`src/rmq_pkg.sv`:
```
// ----------------------------------------------------------------------------
// rmq_pkg
// shared types, widths and helpers for the rotation matrix to quaternion unit
// ----------------------------------------------------------------------------
package rmq_pkg;

  // field format
  localparam int FIELD_W       = 18;
  localparam int FRAC_BITS_DEF = 16;
  localparam int MAG_W         = FIELD_W + 1;
  localparam logic signed [FIELD_W-1:0] FIELD_MAX = {1'b0, {(FIELD_W-1){1'b1}}};
  localparam logic signed [FIELD_W-1:0] FIELD_MIN = {1'b1, {(FIELD_W-1){1'b0}}};

  // slot that carries the root-derived component
  typedef enum logic [1:0] {
    AX_X = 2'd0,
    AX_Y = 2'd1,
    AX_Z = 2'd2,
    AX_W = 2'd3
  } axis_t;

  // one input matrix
  typedef struct packed {
    logic signed [FIELD_W-1:0] e00;
    logic signed [FIELD_W-1:0] e01;
    logic signed [FIELD_W-1:0] e02;
    logic signed [FIELD_W-1:0] e10;
    logic signed [FIELD_W-1:0] e11;
    logic signed [FIELD_W-1:0] e12;
    logic signed [FIELD_W-1:0] e20;
    logic signed [FIELD_W-1:0] e21;
    logic signed [FIELD_W-1:0] e22;
    logic signed [FIELD_W-1:0] e33;
  } mat_t;

  // numerators of the three divided components, sign and magnitude
  typedef struct packed {
    axis_t                  main_axis;
    logic [2:0]             neg;
    logic [2:0][MAG_W-1:0]  mag;
  } num_t;

  // divider results for the three lanes
  typedef struct packed {
    axis_t                   main_axis;
    logic [2:0]              neg;
    logic [2:0]              ovf;
    logic [2:0][FIELD_W-1:0] quo;
  } div_res_t;

  // signed width of the trace and radicand
  function automatic int trace_w(input int frac);
    return (frac + 2 > FIELD_W + 2) ? frac + 2 : FIELD_W + 2;
  endfunction

  // width of the shifted radicand, rounded up to even
  function automatic int sq_w(input int frac);
    return ((trace_w(frac) - 1 + frac + 1) / 2) * 2;
  endfunction

  function automatic int root_w(input int frac);
    return sq_w(frac) / 2;
  endfunction

  // working width of the divider remainder
  function automatic int div_w(input int frac);
    return (MAG_W + frac > root_w(frac) + 1 + FIELD_W) ?
           MAG_W + frac : root_w(frac) + 1 + FIELD_W;
  endfunction

  // sign and magnitude of a signed numerator
  function automatic logic [MAG_W:0] to_sm(input logic signed [MAG_W-1:0] n);
    logic [MAG_W-1:0] mag;
    mag = n[MAG_W-1] ? MAG_W'(-n) : MAG_W'(n);
    return {n[MAG_W-1], mag};
  endfunction

endpackage

```
`src/rmq_prep.sv`:
```
// ----------------------------------------------------------------------------
// rmq_prep
// trace test, axis choice, radicand and numerator selection (one stage)
// ----------------------------------------------------------------------------
module rmq_prep #(
  parameter int FRAC_BITS = rmq_pkg::FRAC_BITS_DEF
) (
  input  logic                                            clk,
  input  logic                                            rst_n,
  input  logic                                            en,
  input  logic                                            in_valid,
  input  rmq_pkg::mat_t                                   mat,
  output logic                                            out_valid,
  output logic [rmq_pkg::trace_w(FRAC_BITS)-2:0]          rad,
  output rmq_pkg::num_t                                   num
);

  localparam int TW = rmq_pkg::trace_w(FRAC_BITS);
  localparam int MW = rmq_pkg::MAG_W;
  localparam logic signed [TW-1:0] ONE = {{(TW-1){1'b0}}, 1'b1} << FRAC_BITS;

  logic signed [TW-1:0] d00, d11, d22, d33, tr, rad_x, rad_y, rad_z, rad_sel;
  logic signed [MW-1:0] a01, a02, a10, a12, a20, a21;
  logic signed [MW-1:0] n0, n1, n2;
  logic                 trace_br;
  rmq_pkg::axis_t       axis;
  logic [MW:0]          sm0, sm1, sm2;

  logic                 valid_r;
  logic [TW-2:0]        rad_r;
  rmq_pkg::num_t        num_r;

  // widened diagonal and off-diagonal elements
  assign d00 = TW'(mat.e00);
  assign d11 = TW'(mat.e11);
  assign d22 = TW'(mat.e22);
  assign d33 = TW'(mat.e33);
  assign a01 = MW'(mat.e01);
  assign a02 = MW'(mat.e02);
  assign a10 = MW'(mat.e10);
  assign a12 = MW'(mat.e12);
  assign a20 = MW'(mat.e20);
  assign a21 = MW'(mat.e21);

  // trace and per-axis radicands
  assign tr       = d00 + d11 + d22 + d33;
  assign trace_br = (tr >= ONE);
  assign rad_x    = d00 - d11 - d22 + ONE;
  assign rad_y    = d11 - d22 - d00 + ONE;
  assign rad_z    = d22 - d00 - d11 + ONE;

  // branch and axis selection, ties stay on the earlier axis
  always_comb begin
    logic x_ge_y;
    logic z_gt;
    x_ge_y = (mat.e00 >= mat.e11);
    z_gt   = x_ge_y ? (mat.e22 > mat.e00) : (mat.e22 > mat.e11);
    if (trace_br) begin
      axis = rmq_pkg::AX_W;
    end else if (z_gt) begin
      axis = rmq_pkg::AX_Z;
    end else if (x_ge_y) begin
      axis = rmq_pkg::AX_X;
    end else begin
      axis = rmq_pkg::AX_Y;
    end
  end

  // radicand and numerators by chosen slot
  always_comb begin
    case (axis)
      rmq_pkg::AX_X: begin
        rad_sel = rad_x;
        n0 = a10 + a01;  n1 = a20 + a02;  n2 = a21 - a12;
      end
      rmq_pkg::AX_Y: begin
        rad_sel = rad_y;
        n0 = a21 + a12;  n1 = a01 + a10;  n2 = a02 - a20;
      end
      rmq_pkg::AX_Z: begin
        rad_sel = rad_z;
        n0 = a02 + a20;  n1 = a12 + a21;  n2 = a10 - a01;
      end
      default: begin
        rad_sel = tr;
        n0 = a21 - a12;  n1 = a02 - a20;  n2 = a10 - a01;
      end
    endcase
  end

  assign sm0 = rmq_pkg::to_sm(n0);
  assign sm1 = rmq_pkg::to_sm(n1);
  assign sm2 = rmq_pkg::to_sm(n2);

  // stage register
  always_ff @(posedge clk) begin
    if (!rst_n) begin
      valid_r <= 1'b0;
    end else if (en) begin
      valid_r <= in_valid;
    end
  end

  always_ff @(posedge clk) begin
    if (en) begin
      // negative radicand clamps to zero
      rad_r             <= rad_sel[TW-1] ? '0 : rad_sel[TW-2:0];
      num_r.main_axis   <= axis;
      num_r.neg         <= {sm2[MW], sm1[MW], sm0[MW]};
      num_r.mag         <= {sm2[MW-1:0], sm1[MW-1:0], sm0[MW-1:0]};
    end
  end

  assign out_valid = valid_r;
  assign rad       = rad_r;
  assign num       = num_r;

endmodule

```
`config.mk`:
```
export PLATFORM = sky130hd
export DESIGN_NAME = rmq_prep
export DESIGN_NICKNAME = d
export VERILOG_FILES = /design/src/rmq_pkg.sv /design/src/rmq_prep.sv
export SDC_FILE = /design/constraint.sdc
export NUM_CORES = 1
export LEC_CHECK = 0
export BUFFER_PORTS_ARGS = -buffer_cell sky130_fd_sc_hd__buf_2
export CAP_MARGIN = 40
export CORE_ASPECT_RATIO = 1.25
export CORE_MARGIN = 2
export CORE_UTILIZATION = 30
export DETAILED_ROUTE_END_ITERATION = 7
export SYNTH_ARGS = -nofsm -noshare
export SYNTH_HDL_FRONTEND = slang
export SYNTH_SLANG_ARGS = --single-unit
```
`constraint.sdc`:
```
create_clock -name clk -period 15.2 [get_ports clk]
set_input_delay 3.04 -clock clk [delete_from_list [all_inputs] [get_ports clk]]
set_output_delay 3.04 -clock clk [all_outputs]
set_load 0.01 [all_outputs]
```
# After elaboration in Yosys (flattened, before gate mapping)
# Cells that the tools add are included.
# W data, S select, Z words.
dict set report word_totals {
  ff_bits 82
  output_inout_bits 82
}
dict set report classes {
  addsub 21
  magnitude_cmp 4
  n_eq_ne 2
  n_mux 11
  n_reduce_logical 1
}
# cell count
set op_table {}
lappend op_table {{$pmux W19 S3} 2}
lappend op_table {{$sub A18 B18 Y19} 6}
lappend op_table {{$add A18 B18 Y19} 4}
lappend op_table {{$add A20 B18 Y20 const B} 3}
lappend op_table {{$pmux W20 S3} 1}
lappend op_table {{$sub A19 B18 Y20} 3}
lappend op_table {{$neg A19 Y19} 3}
lappend op_table {{$mux W18} 3}
lappend op_table {{$pmux W19 S2} 1}
lappend op_table {{$gt A18 B18 Y1} 2}
lappend op_table {{$add A19 B18 Y20} 1}
lappend op_table {{$add A20 B18 Y20} 1}
lappend op_table {{$ge A20 B18 Y1 const B} 1}
lappend op_table {{$ge A18 B18 Y1} 1}
lappend op_table {{$mux W2} 2}
lappend op_table {{$eq A2 B1 Y1 const B} 1}
lappend op_table {{$eq A2 B2 Y1 const B} 1}
lappend op_table {{$logic_not A2 Y1} 1}
lappend op_table {{$mux W1} 2}

# Logic depth before layout (Yosys ltp)
dict set report logic_depth {
  word_depth 9
  depth_mapped 25
  depth_no_buf 21
}

# Worst setup path after synthesis
# Ideal clock, no wire load.
dict set report synth_path {
  path_kind {input to register}
  from {input port mat[1] (netlist name)}
  to {register num_r (netlist bit num[33]), data pin}
  t_arrival_ps 7914
  slack_ps 7022
  stages 25
  path_buffers 5
  cell_sequence {inv_1 fa_1 fa_1 inv_1 ha_1 inv_1 fa_1 nand2b_1 a21oi_1 o211ai_2 mux2i_1 and3_1 o31a_2 buf_2 buf_2 buf_2 buf_2 buf_1 o22ai_1 inv_1 ha_1 inv_1 or3b_4 o21ai_2 xnor2_1}
}
dict set report synth_via {
  elab_chain_cells 7
  elab_cells_between_ends 9
  cone_classes {2 x add/sub; 1 x order compare; 2 x eq/ne; 3 x mux; 1 x reduce/logical}
}
# element line_no
set synth_rtl {}
lappend synth_rtl {{from (decl)} rmq_prep.sv:12} ;# input rmq_pkg::mat_t mat,
lappend synth_rtl {{$add A20 B18 Y20 (*)} rmq_prep.sv:46} ;# assign tr = d00 + d11 + d22 + d33;
lappend synth_rtl {{$ge A20 B18 Y1 (*)} rmq_prep.sv:47} ;# assign trace_br = (tr >= ONE);
lappend synth_rtl {{$mux W2 (*)} rmq_prep.sv:58} ;# if (trace_br) begin
lappend synth_rtl {{$eq A2 B2 Y1, or another cell as far along} rmq_prep.sv:71} ;# case (axis)
lappend synth_rtl {{$pmux W19 S3 (*)} rmq_prep.sv:71}
lappend synth_rtl {{via n1[0]} rmq_prep.sv:24} ;# logic signed [MW-1:0] n0, n1, n2;
lappend synth_rtl {{$neg A19 Y19 (*)} rmq_pkg.sv:74} ;# mag = n[MAG_W-1] ? MAG_W'(-n) : MAG_W'(n);
lappend synth_rtl {{$mux W18 (*)} rmq_pkg.sv:74}
lappend synth_rtl {{via sm1[14]} rmq_prep.sv:27} ;# logic [MW:0] sm0, sm1, sm2;
lappend synth_rtl {{to (decl)} rmq_prep.sv:31} ;# rmq_pkg::num_t num_r;
# Mark *: on every way through the listed nets, which the timed path passes. The rest lies on a longest branch.
# A chain may end at the register's enable or synchronous reset.

# Worst setup path after layout
dict set report layout_path {
  from {input port mat[19] (netlist name)}
  to {register num_r (netlist bit num[16]), data pin}
}
dict set report layout_via {
  elab_chain_cells 8
  elab_cells_between_ends 14
  cone_classes {3 x add/sub; 3 x order compare; 2 x eq/ne; 5 x mux; 1 x reduce/logical}
}
# element line_no
set layout_rtl {}
lappend layout_rtl {{$add A19 B18 Y20 / $gt A18 B18 Y1 (equally long branches)} {rmq_prep.sv:46, rmq_prep.sv:57}}
lappend layout_rtl {{$add A20 B18 Y20 / $mux W1 (equally long branches)} {rmq_prep.sv:46, rmq_prep.sv:57}}
lappend layout_rtl {{$ge A20 B18 Y1 / $mux W2 (equally long branches)} {rmq_prep.sv:47, rmq_prep.sv:60}}
lappend layout_rtl {{$mux W2 (*)} rmq_prep.sv:58}
lappend layout_rtl {{via axis[0]} rmq_prep.sv:26} ;# rmq_pkg::axis_t axis;
lappend layout_rtl {{$eq A2 B2 Y1, or another cell as far along} rmq_prep.sv:71}
lappend layout_rtl {{$pmux W19 S3 (*)} rmq_prep.sv:71}
lappend layout_rtl {{$neg A19 Y19} rmq_pkg.sv:74}
lappend layout_rtl {{$mux W18 (*)} rmq_pkg.sv:74}
lappend layout_rtl {{via sm0[16]} rmq_prep.sv:27}
# Marked as above.

==> key figures <==
Flow run
  • Max-Cap Viols: 0

Logic synthesis
  • Post-synth EDFFs: 81
  • Yosys reg bits: 82
  • Biggest area consumer among synthesized cells: ha_1
  • Seq/Total Area, Yosys: about 13%
  • Async set-or-reset flop fraction in the synthesized netlist: 0%
  • Synthesized netlist net count: 2950
  • Avg Cell Area, Syn: 8.38 um^2
  • Top cells by area, synth: ha_1, edfxtp_1, fa_1
  • Netlist Area Pre-Place: 19500 um^2
  • Most common flop cell mapped by yosys: edfxtp_1
  • Top cell type's share of synthesized area: 21.6%
  • Post-Synthesis Cells: 2329
  • Synth warn: 0
  • Unique masters post-synth: 106

Floorplan
  • DIE WIDTH: 232 um
  • Die height: 289 um
  • Core ar.: approximately 64000 um^2
  • FP Rows: 104
  • Initial core utilization: 30.3%
  • Die area: 67100 um^2
  • Top Ports: 266

Placement
  • Placed Cells incl. Taps: 3378
  • Dpl hpwl: about 61000 um
  • Placer congestion estimate: 0.947
  • Port Buffers: 265
  • DP Worst Slack: 5.73 ns

GRT
  • Initial antenna violation count: 5
  • Vias in the first global route: between 15000 and 20000
  • First-pass GRT wire length: 106000 um
  • Pin count of the biggest net entering global routing: 73
  • GRT Util Overall: 21.0%
  • GRT overflow: 0

STA
  • Skew final: 0 ns
  • Fmax achieved: 0.109 GHz
  • Rel. slew slack: 36.7%
  • # setup viols final: 0
  • Final Hold Fails: 0
  • Setup Total Neg Slack: 0 ns
  • Final Cycle Share: 60.5%
  • Worst Tran Pin Value: 0.936 ns
  • Final worst slack: 6.01 ns
  • RSZ-0062 raised after global routing: no
  • Pins Over Slew Limit: 0
  • Final Critical Period: 9.19 ns

Routing
  • Avg WL per Cell: 21.1 um
  • DRT Pass-1 Iters: 5
  • ANT nets after route: 0
  • Vias: 17932
  • Total routed wirelength: between 70000 and 80000 um
  • Initial DRC Count: 1231
  • Via/cell ratio: 5.28
  • DRC Markers: 0

Worst setup path
  • CP Class: in2reg
  • Worst setup EP type: flip-flop
  • Element type at the critical path start: primary input
  • WP data arrival: about 9.3 ns
  • Required time worst endpoint: 15.32 ns
  • FF-to-FF path depth: 2
  • CP max FO: 72

Cells and area
  • Share of cells above drive strength 1: 14.4%
  • Fin util: roughly 34%
  • Leading cell types in the layout, fill and taps excluded: ha_1, inv_1, buf_2, nor2_1, a21oi_1
  • Final cell count without fillers: 3397
  • Commonest non-fill, non-tap cell in the layout: ha_1
  • Layout area overhead: 12.5%
  • Fillers: 6884
  • NumNets Final: 3162

Clock network
  • Max H-tree Level: 3
  • CTS tree: built
  • Clk_lat worst skew: 0.37 ns
  • CTS buffer count: 9
  • Hold-fix buffers, CTS: 0
  • Max clock buf depth: 2
  • Worst-path clk slew: 0.08 ns
  • Post-CTS sizing: 0
  • Clk root buf: clkbuf_16
  • Clock Sink Count: 82
  • Post-CTS setup buffer count: 0

Worst hold path
  • WHS Path Cells: 2
  • Worst min path class: reg2reg

Power and ir drop
  • Pwr dens: between 100 and 150 nW/um^2
  • Leak pwr: ~10 nW
  • Pwr Total: 3.03 mW
  • Worst vdd ir: 0.136 mV

Run status
  • Status: finished, final reports clean
[routing by layer]
layer,routed length (um),global-route usage (%),vias up
met5,21,0,-
met3,3840,2.32,156
met4,4360,11.7,4
li1,-,-,8656
met2,36500,38.4,613
met1,27100,23.6,8503
[logic make-up (layout without fill, tap and decap cells)]
kind of cell | after synthesis | in the layout | share of synthesized area (%)
compound gates | 621 | 621 | 21.6
simple gates | 616 | 616 | 16.2
fa+ha+maj | 437 | 437 | 31.9
buf+inv | 346 | 563 | 7.18
xor+xnor | 180 | 180 | 8.08
flops | 82 | 82 | 12.6
mux | 47 | 47 | 2.54
other cells | 0 | 3 | 0
[worst max-delay path, stage by stage]
cell      delay, ns
buf_2          0.17
inv_1          0.08
fa_1           0.53
fa_1           0.42
inv_1          0.07
ha_1           0.19
inv_1          0.07
fa_1           0.46
nand2b_1       0.19
a21oi_1        0.53
o21ai_1        0.19
and2_1         0.22
o311a_1        0.44
o31ai_4        0.09
buf_4          0.68
nand2_1        0.17
a22oi_1        0.43
ha_1           0.25
o211ai_1       0.15
nor4_2         0.51
nand3_1        0.18
nand2_1        0.12
xnor2_1        0.07
[through the flow]
step | area, um^2 | hold slack (ns)
floorplan | 19500 | 0.538
global placement | 21600 | 0.509
detailed placement | 21700 | 0.508
CTS | 22000 | 0.528
global route | 22000 | 0.566
finish | 22000 | 0.521
[cells in the mapped netlist, types with 22 or more instances]
| library cell | count |
|---|---|
| nor2b_1 | 33 |
| o31ai_1 | 22 |
| edfxtp_1 | 81 |
| nor2_1 | 176 |
| nand2b_1 | 41 |
| or3_1 | 23 |
| inv_1 | 264 |
| nand3_1 | 47 |
| a211oi_1 | 30 |
| o22ai_1 | 25 |
| a21oi_1 | 156 |
| a31oi_1 | 33 |
| xnor2_1 | 121 |
| fa_1 | 100 |
| ha_1 | 337 |
| mux2i_1 | 36 |
| nand2_1 | 128 |
| o21a_1 | 26 |
| nor3_1 | 56 |
| a21o_1 | 41 |
| clkbuf_1 | 43 |
| xor2_1 | 59 |
| o21ai_0 | 98 |
[where the power goes]
| group | internal [mW] | switching (mW) |
|---|---|---|
| registers | 0.455 | 0.0714 |
| logic | 0.825 | 1.43 |
| clock network | 0.134 | 0.119 |
[registers in the layout, summed over array words and instances, names as in the netlist]
signal	count
rad	19
num	62
out_valid	1
[area by class of cell]
class	instances	area [um^2]	share of cell area (%)
timing repair buffer	281	1450	6.61
antenna	3	7.51	0.0342
multi-input combinational	1901	15700	71.4
clock buffer	10	239	1.09
inverter	266	998	4.54
tap	848	1060	4.83
clock inverter	6	72.6	0.330
sequential	82	2450	11.2
[final timing paths]
path / from / to / slack (ns)
worst max-delay path: mat[19] / num[16] / 6.01
worst min-delay path: out_valid / out_valid / 0.52
worst max register to register: out_valid / out_valid / 14.61
worst min register to register: out_valid / out_valid / 0.52
Power figures use the tool's default switching activity.
