$ cat config.mk
export PLATFORM = sky130hd
export DESIGN_NAME = rmq_sqrt
export DESIGN_NICKNAME = d
export VERILOG_FILES = /design/src/rmq_pkg.sv /design/src/rmq_sqrt.sv
export SDC_FILE = /design/constraint.sdc
export NUM_CORES = 1
export LEC_CHECK = 0
export BUFFER_PORTS_ARGS = -buffer_cell sky130_fd_sc_hd__buf_2
export CAP_MARGIN = 30
export CORE_MARGIN = 10
export CORE_UTILIZATION = 35
export CTS_CLUSTER_SIZE = 8
export DETAILED_ROUTE_END_ITERATION = 10
export PLACE_DENSITY = 0.51
export SYNTH_ARGS = -nofsm -noshare
export SYNTH_HDL_FRONTEND = slang
export SYNTH_SLANG_ARGS = --single-unit
$ cat constraint.sdc
create_clock -name clk -period 10.05 [get_ports clk]
set_clock_uncertainty 0.2 [all_clocks]
set_input_delay 3.015 -clock clk [delete_from_list [all_inputs] [get_ports clk]]
set_output_delay 3.015 -clock clk [all_outputs]
set_load 0.005 [all_outputs]
$ cat src/rmq_pkg.sv
// ----------------------------------------------------------------------------
// rmq_pkg
// shared types, widths and helpers for the rotation matrix to quaternion unit
// ----------------------------------------------------------------------------
package rmq_pkg;

  // field format
  localparam int FIELD_W       = 18;
  localparam int FRAC_BITS_DEF = 16;
  localparam int MAG_W         = FIELD_W + 1;
  localparam logic signed [FIELD_W-1:0] FIELD_MAX = {1'b0, {(FIELD_W-1){1'b1}}};
  localparam logic signed [FIELD_W-1:0] FIELD_MIN = {1'b1, {(FIELD_W-1){1'b0}}};

  // slot that carries the root-derived component
  typedef enum logic [1:0] {
    AX_X = 2'd0,
    AX_Y = 2'd1,
    AX_Z = 2'd2,
    AX_W = 2'd3
  } axis_t;

  // one input matrix
  typedef struct packed {
    logic signed [FIELD_W-1:0] e00;
    logic signed [FIELD_W-1:0] e01;
    logic signed [FIELD_W-1:0] e02;
    logic signed [FIELD_W-1:0] e10;
    logic signed [FIELD_W-1:0] e11;
    logic signed [FIELD_W-1:0] e12;
    logic signed [FIELD_W-1:0] e20;
    logic signed [FIELD_W-1:0] e21;
    logic signed [FIELD_W-1:0] e22;
    logic signed [FIELD_W-1:0] e33;
  } mat_t;

  // numerators of the three divided components, sign and magnitude
  typedef struct packed {
    axis_t                  main_axis;
    logic [2:0]             neg;
    logic [2:0][MAG_W-1:0]  mag;
  } num_t;

  // divider results for the three lanes
  typedef struct packed {
    axis_t                   main_axis;
    logic [2:0]              neg;
    logic [2:0]              ovf;
    logic [2:0][FIELD_W-1:0] quo;
  } div_res_t;

  // signed width of the trace and radicand
  function automatic int trace_w(input int frac);
    return (frac + 2 > FIELD_W + 2) ? frac + 2 : FIELD_W + 2;
  endfunction

  // width of the shifted radicand, rounded up to even
  function automatic int sq_w(input int frac);
    return ((trace_w(frac) - 1 + frac + 1) / 2) * 2;
  endfunction

  function automatic int root_w(input int frac);
    return sq_w(frac) / 2;
  endfunction

  // working width of the divider remainder
  function automatic int div_w(input int frac);
    return (MAG_W + frac > root_w(frac) + 1 + FIELD_W) ?
           MAG_W + frac : root_w(frac) + 1 + FIELD_W;
  endfunction

  // sign and magnitude of a signed numerator
  function automatic logic [MAG_W:0] to_sm(input logic signed [MAG_W-1:0] n);
    logic [MAG_W-1:0] mag;
    mag = n[MAG_W-1] ? MAG_W'(-n) : MAG_W'(n);
    return {n[MAG_W-1], mag};
  endfunction

endpackage

$ cat src/rmq_sqrt.sv
// ----------------------------------------------------------------------------
// rmq_sqrt
// pipelined integer square root, one result bit per stage
// ----------------------------------------------------------------------------
module rmq_sqrt #(
  parameter int FRAC_BITS = rmq_pkg::FRAC_BITS_DEF
) (
  input  logic                                     clk,
  input  logic                                     rst_n,
  input  logic                                     en,
  input  logic                                     in_valid,
  input  logic [rmq_pkg::trace_w(FRAC_BITS)-2:0]   rad,
  input  rmq_pkg::num_t                            in_num,
  output logic                                     out_valid,
  output logic [rmq_pkg::root_w(FRAC_BITS)-1:0]    root,
  output rmq_pkg::num_t                            out_num
);

  localparam int SQ_W  = rmq_pkg::sq_w(FRAC_BITS);
  localparam int ROOT_W = rmq_pkg::root_w(FRAC_BITS);
  localparam int REM_W = ROOT_W + 2;

  logic                valid_r [ROOT_W+1];
  logic [SQ_W-1:0]     val_r   [ROOT_W+1];
  logic [REM_W-1:0]    rem_r   [ROOT_W+1];
  logic [ROOT_W-1:0]   root_r  [ROOT_W+1];
  rmq_pkg::num_t       num_r   [ROOT_W+1];

  // load stage: scale radicand into the root format
  always_ff @(posedge clk) begin
    if (!rst_n) begin
      valid_r[0] <= 1'b0;
    end else if (en) begin
      valid_r[0] <= in_valid;
    end
  end

  always_ff @(posedge clk) begin
    if (en) begin
      val_r[0]  <= SQ_W'(rad) << FRAC_BITS;
      rem_r[0]  <= '0;
      root_r[0] <= '0;
      num_r[0]  <= in_num;
    end
  end

  // digit stages: bring down two bits, try subtracting 4*root+1
  for (genvar s = 1; s <= ROOT_W; s++) begin : g_step
    logic [REM_W-1:0] rem_w;
    logic [REM_W-1:0] trial;
    logic             take;

    assign rem_w = {rem_r[s-1][REM_W-3:0], val_r[s-1][SQ_W-1 -: 2]};
    assign trial = {root_r[s-1], 2'b01};
    assign take  = (rem_w >= trial);

    always_ff @(posedge clk) begin
      if (!rst_n) begin
        valid_r[s] <= 1'b0;
      end else if (en) begin
        valid_r[s] <= valid_r[s-1];
      end
    end

    always_ff @(posedge clk) begin
      if (en) begin
        val_r[s]  <= {val_r[s-1][SQ_W-3:0], 2'b00};
        rem_r[s]  <= take ? rem_w - trial : rem_w;
        root_r[s] <= {root_r[s-1][ROOT_W-2:0], take};
        num_r[s]  <= num_r[s-1];
      end
    end
  end

  assign out_valid = valid_r[ROOT_W];
  assign root      = root_r[ROOT_W];
  assign out_num   = num_r[ROOT_W];

endmodule

Word level (Yosys, flattened, before mapping):

Memories as Yosys holds them, arrays and structs flattened.
Index checks and enable logic that the tools add are counted.

* register bits after elaboration: 0
* RAM bits: 2565
* input port bits: 85
* output and inout bits: 81
* word-level logic and storage cells: 102
* memories: 5

Memories
* num_r: depth 19, bits a word 62, read ports 19, clocked after Yosys merged registers in 0, wr ports 19, line rmq_sqrt.sv:27 `rmq_pkg::num_t num_r [ROOT_W+1];`
* val_r: depth 19, bits a word 34, read ports 18, clocked after Yosys merged registers in 0, wr ports 19, line rmq_sqrt.sv:24 `logic [SQ_W-1:0] val_r [ROOT_W+1];`
* rem_r: depth 19, bits a word 20, read ports 18, clocked after Yosys merged registers in 0, wr ports 19, line rmq_sqrt.sv:25 `logic [REM_W-1:0] rem_r [ROOT_W+1];`
* root_r: depth 19, bits a word 18, read ports 19, clocked after Yosys merged registers in 0, wr ports 19, line rmq_sqrt.sv:26 `logic [ROOT_W-1:0] root_r [ROOT_W+1];`
* valid_r: depth 19, bits a word 1, read ports 19, clocked after Yosys merged registers in 0, wr ports 19, line rmq_sqrt.sv:23 `logic valid_r [ROOT_W+1];`

* add/sub/neg operators: 18
* order comparisons: 18
* muxes and demuxes: 42
* bitwise logic cells: 19

Operators by type and width (number)
* $ge A20 B20 Y1: 18
* $mux W20: 18
* $sub A20 B20 Y20: 18
* $mux W1: 24
* $or A1 B1 Y1: 19

Depth between registers and ports, before layout:

Gate-level depths: netlist of run 1.

* word-level depth: 4
* mapped depth: 12

Worst setup path after synthesis of run 1:

Ideal clock, no wire load.

* path kind: in2reg
* from: input en
* to: memory valid_r[0], enable pin
* library setup time: 0.377 ns
* data arrival time: 3.753 ns
* required time: 9.473 ns
* slack: 5.719 ns
* cell stages on the path: 2
* path buffers: 1
* cells stage by stage: clkbuf_1 nand2b_1

RTL lines
* from (decl): line rmq_sqrt.sv:10 `input logic en,`
* to (decl): line rmq_sqrt.sv:23

==> results of run 1 <==
==> sequential cells by signal, indices dropped and copies added (netlist names) <==
name,count
root_r,171
valid_r,19
rem_r,275
num_r,1178
val_r,109
==> per-layer routing <==
layer | GRT usage | part of all wire | up-vias
li1 | - | - | 13900
met1 | 0.100 | 0.41 | 13600
met2 | 0.150 | 0.50 | 449
met3 | 0.0270 | 0.049 | 249
met4 | 0.0466 | 0.041 | 0
met5 | 0 | 0 | -
==> final timing paths <==
kind / start / to / slack (ns) / cells past startpoint
setup / recovery: en / num_r[17][26] / 5.16 / 3
hold / removal: num_r[3][6] / num_r[4][6] / 0.17 / 0
setup reg to reg: rem_r[12][0] / rem_r[13][12] / 6.09 / 10
hold reg to reg: num_r[3][6] / num_r[4][6] / 0.17 / 0
==> power by group <==
part	switching [uW]	total, uW	internal [uW]
clock	2810	7020	4220
sequential	211	8960	8750
combinational	686	1210	527
==> logic make-up (layout without fill, tap and decap cells) <==
group	Yosys count	count (layout)
compound gates	451	451
flops	1752	1752
fa+ha+maj	181	181
other cells	1	2
simple gates	558	558
xor+xnor	177	177
buf+inv	251	691
mux	68	68
==> metrics by stage <==
step	instance area, um2	total power, uW
after global routing	74400	18000
after floorplan	63900	9860
after detailed placement	67900	10300
after global placement	67900	10300
after CTS	74400	17500
final	74400	17200
==> cells in the final DEF (no fill, tap or decap), types with 34 or more instances in the layout <==
cell type / instances
a21o_1: 44
a21oi_1: 118
buf_2: 164
clkbuf_16: 241
edfxtp_1: 1751
ha_1: 174
inv_1: 218
mux2_2: 65
nand2_1: 123
nand3_1: 34
nor2_1: 135
nor3_1: 51
o21ai_0: 117
xnor2_1: 103
xor2_1: 74
==> area by class of cell <==
cell class | count | area, um2
diodes | 1 | 2.50
clock buffers | 259 | 6100
clock inverters | 19 | 405
fillers | 16000 | 107000
inverters | 220 | 826
multi-input cells | 1436 | 10300
flip-flops and latches | 1752 | 52600
well taps | 2370 | 2970
repair buffers | 193 | 1160
==> results.cfg, run 1 <==
[synthesis]
synth_top_family_by_area = compound AO/OA/AOI/OAI gates
syn_nets = 3705
avgSynthCellArea_um2 = 18.6
synth.top_cells.by_area = edfxtp_1 82%, ha_1 3.4%, xnor2_1 1.4%
synth_edf_count = 1751
synth_xor_xnor_area_share = 0.0243
synthArstFlopShare = 0
ys_seq_elements = 1752
synth.most_common_cell = edfxtp_1
syn_inst = 3439
synth_fa_ha_area_frac = 0.0363
synthTopCellsByCount = 1751 x edfxtp_1, 218 x inv_1, 174 x ha_1
synthMuxAreaShare = 0.0119
synth_ff_type = edfxtp_1
yosysUniqueCellTypes = 72
netlist.area_leader.share = 0.823
yosysWarnings = 0
synthSimpleGateAreaFrac = 0.0443
synth_top_area_cell = edfxtp_1
seq_area_frac_synth = 0.823
syn_area_mm2 = 0.0639
synth_compound_area_frac = 0.0449

[sta]
fin_hold_ws_ns = 0.173
worstMarginPinSlew_ns = 1.01
rsz0062_at_grt = false
finalCriticalPeriod_ns = 4.89
fin_crit_sh = 0.486
fin_tns_setup_ns = 0
worst_slack_ns = 5.16
slew_violations = 0
max_slew_margin = 0.325
final_hold_viol_count = 0
final-setup-viol-count = 0
fmax_mhz = 205

[setup_path]
critPathArrivalTime_ns = 5.12
critical_path.max_fanout = 128
critPathCaptureType = register
slowest_delay_ns = 0.67
cp_cell_sequence = buf_12, buf_4, buf_4
slowest_stage = buf_4
path_class = in -> reg
start_kind = input pin
cp_num_buf_inv = 3
cp_top_family = buffers and inverters
required_ns = 10.28
cp_common_cell = buf_4

[power_and_ir_drop]
vdd_drop_max_uv = 155
p_leak_uw = 0.0267
p_per_area_mw_per_mm2 = 231

[floorplanning]
die-width_um = 447
rows = 156
die_area_mm2 = 0.200
core_mm2 = 0.181
start_util = 0.353
die_h_um = 447
ios = 166

[final_layout]
syn2layout_area_growth_pct = 16.5
stdcell_count = 6250
nets = 4108
layout-drive-gt1-share = 0.138
finish.utilization = 0.411

[placement]
placedCellCount = 5970
place.gp.congestion = 0.825
hpwl_um = 52500
io_buffer_count = 165
preCtsSetupSlack_ns = 4.19

[clock_network]
cts-resized-gates = 0
cts_setup_buffers = 0
cts_tree = done
clock_latency_ns = 0.83
cts_buffer_depth = 3
cts_root_buf = clkbuf_16
htree_levels = 4
numCtsBuffers = 239
clk_pin_slew_ns = 0.05
numClockSinks = 1752
ctsHoldBuffers = 0

[detailed_routing]
num_vias = 28200
drtPass1Iterations = 4
ant_nets = 0
vias_per_cell = 4.52
drtIter0Drc = 1592
wl_per_cell_um = 14.3
finalWirelength_um = 89200
route.detailed.drc = 0

[job]
drv_cap = 0

[worst_hold_path]
hold_class = reg -> reg

[outcome]
status = completed

[global_route]
grt-ovfl-total = 0
grt_pass1_wl_um = 146000
grt.total_usage = 0.0885
grt_antenna_before_repair = 1
first_global_vias = 29500
grt_max_degree = 199
Note: power is estimated with default switching activity, not from simulation.
==> run 2: changes to the inputs <==
--- a/config.mk
+++ b/config.mk
@@ -11,7 +11,7 @@
 export CORE_UTILIZATION = 35
 export CTS_CLUSTER_SIZE = 8
 export DETAILED_ROUTE_END_ITERATION = 10
-export PLACE_DENSITY = 0.51
+export PLACE_DENSITY = 0.53
 export SYNTH_ARGS = -nofsm -noshare
 export SYNTH_HDL_FRONTEND = slang
 export SYNTH_SLANG_ARGS = --single-unit
==> constraint.sdc (replaced) <==
create_clock -name clk -period 4.1 [get_ports clk]
set_clock_uncertainty 0.2 [all_clocks]
set_input_delay 1.23 -clock clk [delete_from_list [all_inputs] [get_ports clk]]
set_output_delay 1.23 -clock clk [all_outputs]
set_load 0.005 [all_outputs]
==> results.cfg, run 2 (synthesis gave the netlist of run 1 again) <==
[clock_network]
htree_levels = 4
cts_tree = done
numClockSinks = 1752
clk_pin_slew_ns = 0.05
numCtsBuffers = 239
ctsHoldBuffers = 0
cts_setup_buffers = 0
cts_buffer_depth = 3
cts_root_buf = clkbuf_16
clock_latency_ns = 0.85
cts-resized-gates = 0

[detailed_routing]
ant_nets = 0
route.detailed.drc = 0
num_vias = 28200
drtIter0Drc = 1634
drtPass1Iterations = 5
vias_per_cell = 4.50
finalWirelength_um = 89200
wl_per_cell_um = 14.2

[floorplanning]
start_util = 0.353
die-width_um = 447
core_mm2 = 0.181
die_h_um = 447
die_area_mm2 = 0.200
rows = 156
ios = 166

[setup_path]
slowest_stage = o31a_1
critPathCaptureType = register
critPathArrivalTime_ns = 4.00
cp_num_buf_inv = 0
slowest_delay_ns = 0.74
critical_path.max_fanout = 22
cp_cell_sequence = ha_1, fa_1, a211oi_1, o21ai_0, nand4_1, o22ai_1, o31a_1, mux2_2
cp_top_family = compound AO/OA/AOI/OAI gates
start_kind = register
required_ns = 4.45
rrSetupSlack_ns = 0.45
path_class = reg -> reg

[worst_hold_path]
hold_class = reg -> reg

[sta]
slew_violations = 0
rsz0062_at_grt = false
worst_slack_ns = 0.452
final-setup-viol-count = 0
fin_crit_sh = 0.890
final_hold_viol_count = 0
fmax_mhz = 274
fin_tns_setup_ns = 0
max_slew_margin = 0.414
worstMarginPinSlew_ns = 0.879
finalCriticalPeriod_ns = 3.65

[power_and_ir_drop]
p_leak_uw = 0.0269
sequentialPowerShare = 0.524
internal_power_uw = 33000
p_sw_frac = 0.214
p_per_area_mw_per_mm2 = 562
clockPowerShare = 0.404
vdd_drop_max_uv = 355
switching_power_uw = 8960
comb_power_share = 0.072

[final_layout]
nets = 4131
final_cell_mix = 1751 x edfxtp_1, 239 x clkbuf_16, 218 x inv_1
layout-drive-gt1-share = 0.143
top_regs = num_r x1178, rem_r x275, root_r x171
largest_reg_flops = 1178
syn2layout_area_growth_pct = 16.8
mostFrequentLayoutCell = edfxtp_1
top_register = num_r
fillCellCount = 15900

[global_route]
grt_max_degree = 138
grt_pass1_wl_um = 147000
grt-ovfl-total = 0
first_global_vias = 29300
grt_antenna_before_repair = 1
grt.total_usage = 0.0888

[placement]
io_buffer_count = 165
hpwl_um = 53700
place.gp.congestion = 0.835
preCtsSetupSlack_ns = 0.479

[outcome]
status = completed

[job]
drv_cap = 0
[run 2: cell count changes in the layout (fill, tap and decap cells not counted)]
cell / previous run / this run
buf_12: 8 / 25
buf_16: 1 / 0
buf_4: 20 / 27
clkbuf_1: 18 / 6
clkbuf_16: 241 / 239
clkinv_1: 4 / 6
clkinv_16: 12 / 9
clkinv_2: 2 / 1
clkinv_8: 1 / 2
diode_2: 1 / 2
inv_16: 0 / 2
inv_6: 0 / 1
[run 2: final timing paths]
check | startpoint | endpoint | cells after the start
worst max register to register | rem_r[14][0] | rem_r[15][2] | 8
worst min-delay path | num_r[9][6] | num_r[10][6] | 0
worst min register to register | num_r[9][6] | num_r[10][6] | 0
worst max-delay path | rem_r[14][0] | rem_r[15][2] | 8
[run 2: stage by stage]
step	area, um2	hold slack [ns]	utilization	power [uW]	cells
2_1_floorplan	63900	0.200	-	24200	3439
3_3_place_gp	68300	0.200	0.377	25200	5994
3_5_place_dp	68300	0.205	0.377	25300	5994
4_1_cts	74600	0.157	0.412	42700	6260
5_1_grt	74600	0.174	0.412	44000	6262
6_report	74600	0.157	0.412	41900	6262
[run 2: per-layer routing]
layer	global-route usage	wire, um	vias up
met5	0	0	-
li1	-	-	14000
met4	0.0415	3180	0
met1	0.103	37400	13500
met2	0.150	44000	471
met3	0.0272	4500	222
[run 2: power by group through the flow]
stage	registers (uW)	clock network, uW	logic [uW]
after floorplan	22100	0	2080
after global placement	22300	0	2950
after detailed placement	22300	0	3030
after CTS	22000	17700	3050
after global routing	22100	18500	3430
final	22000	17000	3010
[run 2: area by class of cell]
type / count / area (um2) / area share
clock buffers: 245 / 6000 / 0.0804
flip-flops and latches: 1752 / 52600 / 0.705
multi-input cells: 1436 / 10300 / 0.138
well taps: 2370 / 2970 / 0.0397
clock inverters: 21 / 383 / 0.00513
diodes: 2 / 5.00 / 0.0000671
repair buffers: 216 / 1520 / 0.0204
inverters: 220 / 826 / 0.0111
[run 2: worst reg2reg max path: stages, from the launching register on]
cell	delay (ns)
edfxtp_1	0.43
ha_1	0.24
fa_1	0.25
a211oi_1	0.11
o21ai_0	0.52
nand4_1	0.20
o22ai_1	0.27
o31a_1	0.74
mux2_2	0.43
==> run 3: changes to the inputs <==
--- a/config.mk
+++ b/config.mk
@@ -6,7 +6,8 @@
 export NUM_CORES = 1
 export LEC_CHECK = 0
 export BUFFER_PORTS_ARGS = -buffer_cell sky130_fd_sc_hd__buf_2
-export CAP_MARGIN = 30
+export CAP_MARGIN = 25
+export CORE_ASPECT_RATIO = 0.6
 export CORE_MARGIN = 10
 export CORE_UTILIZATION = 35
 export CTS_CLUSTER_SIZE = 8
==> results.cfg, run 3 (synthesis gave the netlist of run 1 again) <==
[outcome]
status = completed

[job]
drv_cap = 0

[detailed_routing]
ant_nets = 0
drtIter0Drc = 2179
vias_per_cell = 4.58
wl_per_cell_um = 15.8
num_vias = 28800
finalWirelength_um = 99700
route.detailed.drc = 0
drtPass1Iterations = 5

[final_layout]
nets = 4144
top_register = num_r
top_regs = num_r x1178, rem_r x275, root_r x171
finish.utilization = 0.412
layout-drive-gt1-share = 0.143
final_cell_mix = 1751 x edfxtp_1, 246 x clkbuf_16, 218 x inv_1
mostFrequentLayoutCell = edfxtp_1
syn2layout_area_growth_pct = 16.9
fillCellCount = 16100
largest_reg_flops = 1178

[sta]
slew_violations = 0
fin_crit_sh = 0.862
finalCriticalPeriod_ns = 3.53
fin_tns_setup_ns = 0
rsz0062_at_grt = false
max_slew_margin = 0.472
final-setup-viol-count = 0
fin_hold_ws_ns = 0.172
final_hold_viol_count = 0
fmax_mhz = 283
worstMarginPinSlew_ns = 0.792

[floorplanning]
ios = 166
die_area_mm2 = 0.201
die_h_um = 351
start_util = 0.352
rows = 121
die-width_um = 572
core_mm2 = 0.181

[clock_network]
clock_latency_ns = 0.82
clk_pin_slew_ns = 0.05
cts_tree = done
cts-resized-gates = 0
cts_setup_buffers = 0
htree_levels = 4
ctsHoldBuffers = 0
numClockSinks = 1752
cts_buffer_depth = 4
numCtsBuffers = 245
cts_root_buf = clkbuf_16

[global_route]
first_global_vias = 28700
grt.total_usage = 0.0975
grt_pass1_wl_um = 159000
grt_max_degree = 150
grt_antenna_before_repair = 2
grt-ovfl-total = 0

[setup_path]
slowest_stage = o31a_1
reg2reg_from = rem_r[14][0]
cp_cell_sequence = ha_1, fa_1, a211oi_1, o21ai_0, nand4_1, o22ai_1, o31a_1, nor2b_1, mux2_2
start_kind = register
path_class = reg -> reg
critical_path.max_fanout = 23
slowest_delay_ns = 0.52
startpoint = rem_r[14][0]
required_ns = 4.41
ff2ff_path_depth = 9
critPathArrivalTime_ns = 3.85
critPathCaptureType = register

[power_and_ir_drop]
clockPowerShare = 0.406
sequentialPowerShare = 0.521
p_per_area_mw_per_mm2 = 566
vdd_drop_max_uv = 362
switching_power_uw = 9060
p_sw_frac = 0.214
comb_power_share = 0.073
internal_power_uw = 33200
p_leak_uw = 0.0269

[placement]
io_buffer_count = 165
place.gp.congestion = 0.810
hpwl_um = 60700

[worst_hold_path]
hold_class = reg -> reg
min-delay-start = num_r[15][53]
min_delay_path_depth = 0
run 3: worst max-delay path: cells and delay by family (launching register included):
family,cells,cell delay [ns]
compound gates,4,1.24
fa+ha+maj,2,0.71
mux,1,0.25
simple gates,2,0.40
flops,1,0.46
run 3: cell type report:
cell class | count | area [um2] | area share
sequential | 1752 | 52600 | 0.704
multi-input combinational | 1436 | 10300 | 0.138
clock buffer | 267 | 6230 | 0.0835
tap | 2398 | 3000 | 0.0402
timing repair buffer | 223 | 1530 | 0.0204
inverter | 220 | 826 | 0.0111
clock inverter | 8 | 139 | 0.00186
antenna | 1 | 2.50 | 0.0000335
run 3: power by group through the flow:
| stage | clock network, uW | logic, uW | registers [uW] |
|---|---|---|---|
| 6_report | 17200 | 3090 | 22000 |
| 4_1_cts | 17900 | 3100 | 22000 |
| 2_1_floorplan | 0 | 2080 | 22100 |
| 3_5_place_dp | 0 | 3080 | 22400 |
| 5_1_grt | 18700 | 3500 | 22200 |
| 3_3_place_gp | 0 | 3010 | 22300 |
run 3: worst paths after layout:
path / slack [ns] / end
worst max-delay path: 0.57 / rem_r[15][17]
worst min-delay path: 0.17 / num_r[16][53]
worst max register to register: 0.57 / rem_r[15][17]
worst min register to register: 0.17 / num_r[16][53]
run 3: metal layers:
metal	vias up	global-route usage	wire length (um)
li1	14000	-	-
met1	13900	0.155	52600
met2	660	0.124	38000
met3	219	0.0277	6370
met4	0	0.0337	2680
met5	-	0	0
run 3: through the flow:
stage / area, um2 / power, uW / instances / setup WS [ns]
6_report: 74700 / 42300 / 6305 / 0.565
5_1_grt: 74700 / 44400 / 6305 / 0.297
4_1_cts: 74700 / 43100 / 6304 / 0.549
3_5_place_dp: 68300 / 25500 / 6029 / 0.572
3_3_place_gp: 68300 / 25400 / 6029 / 0.564
2_1_floorplan: 63900 / 24200 / 3439 / 0.797
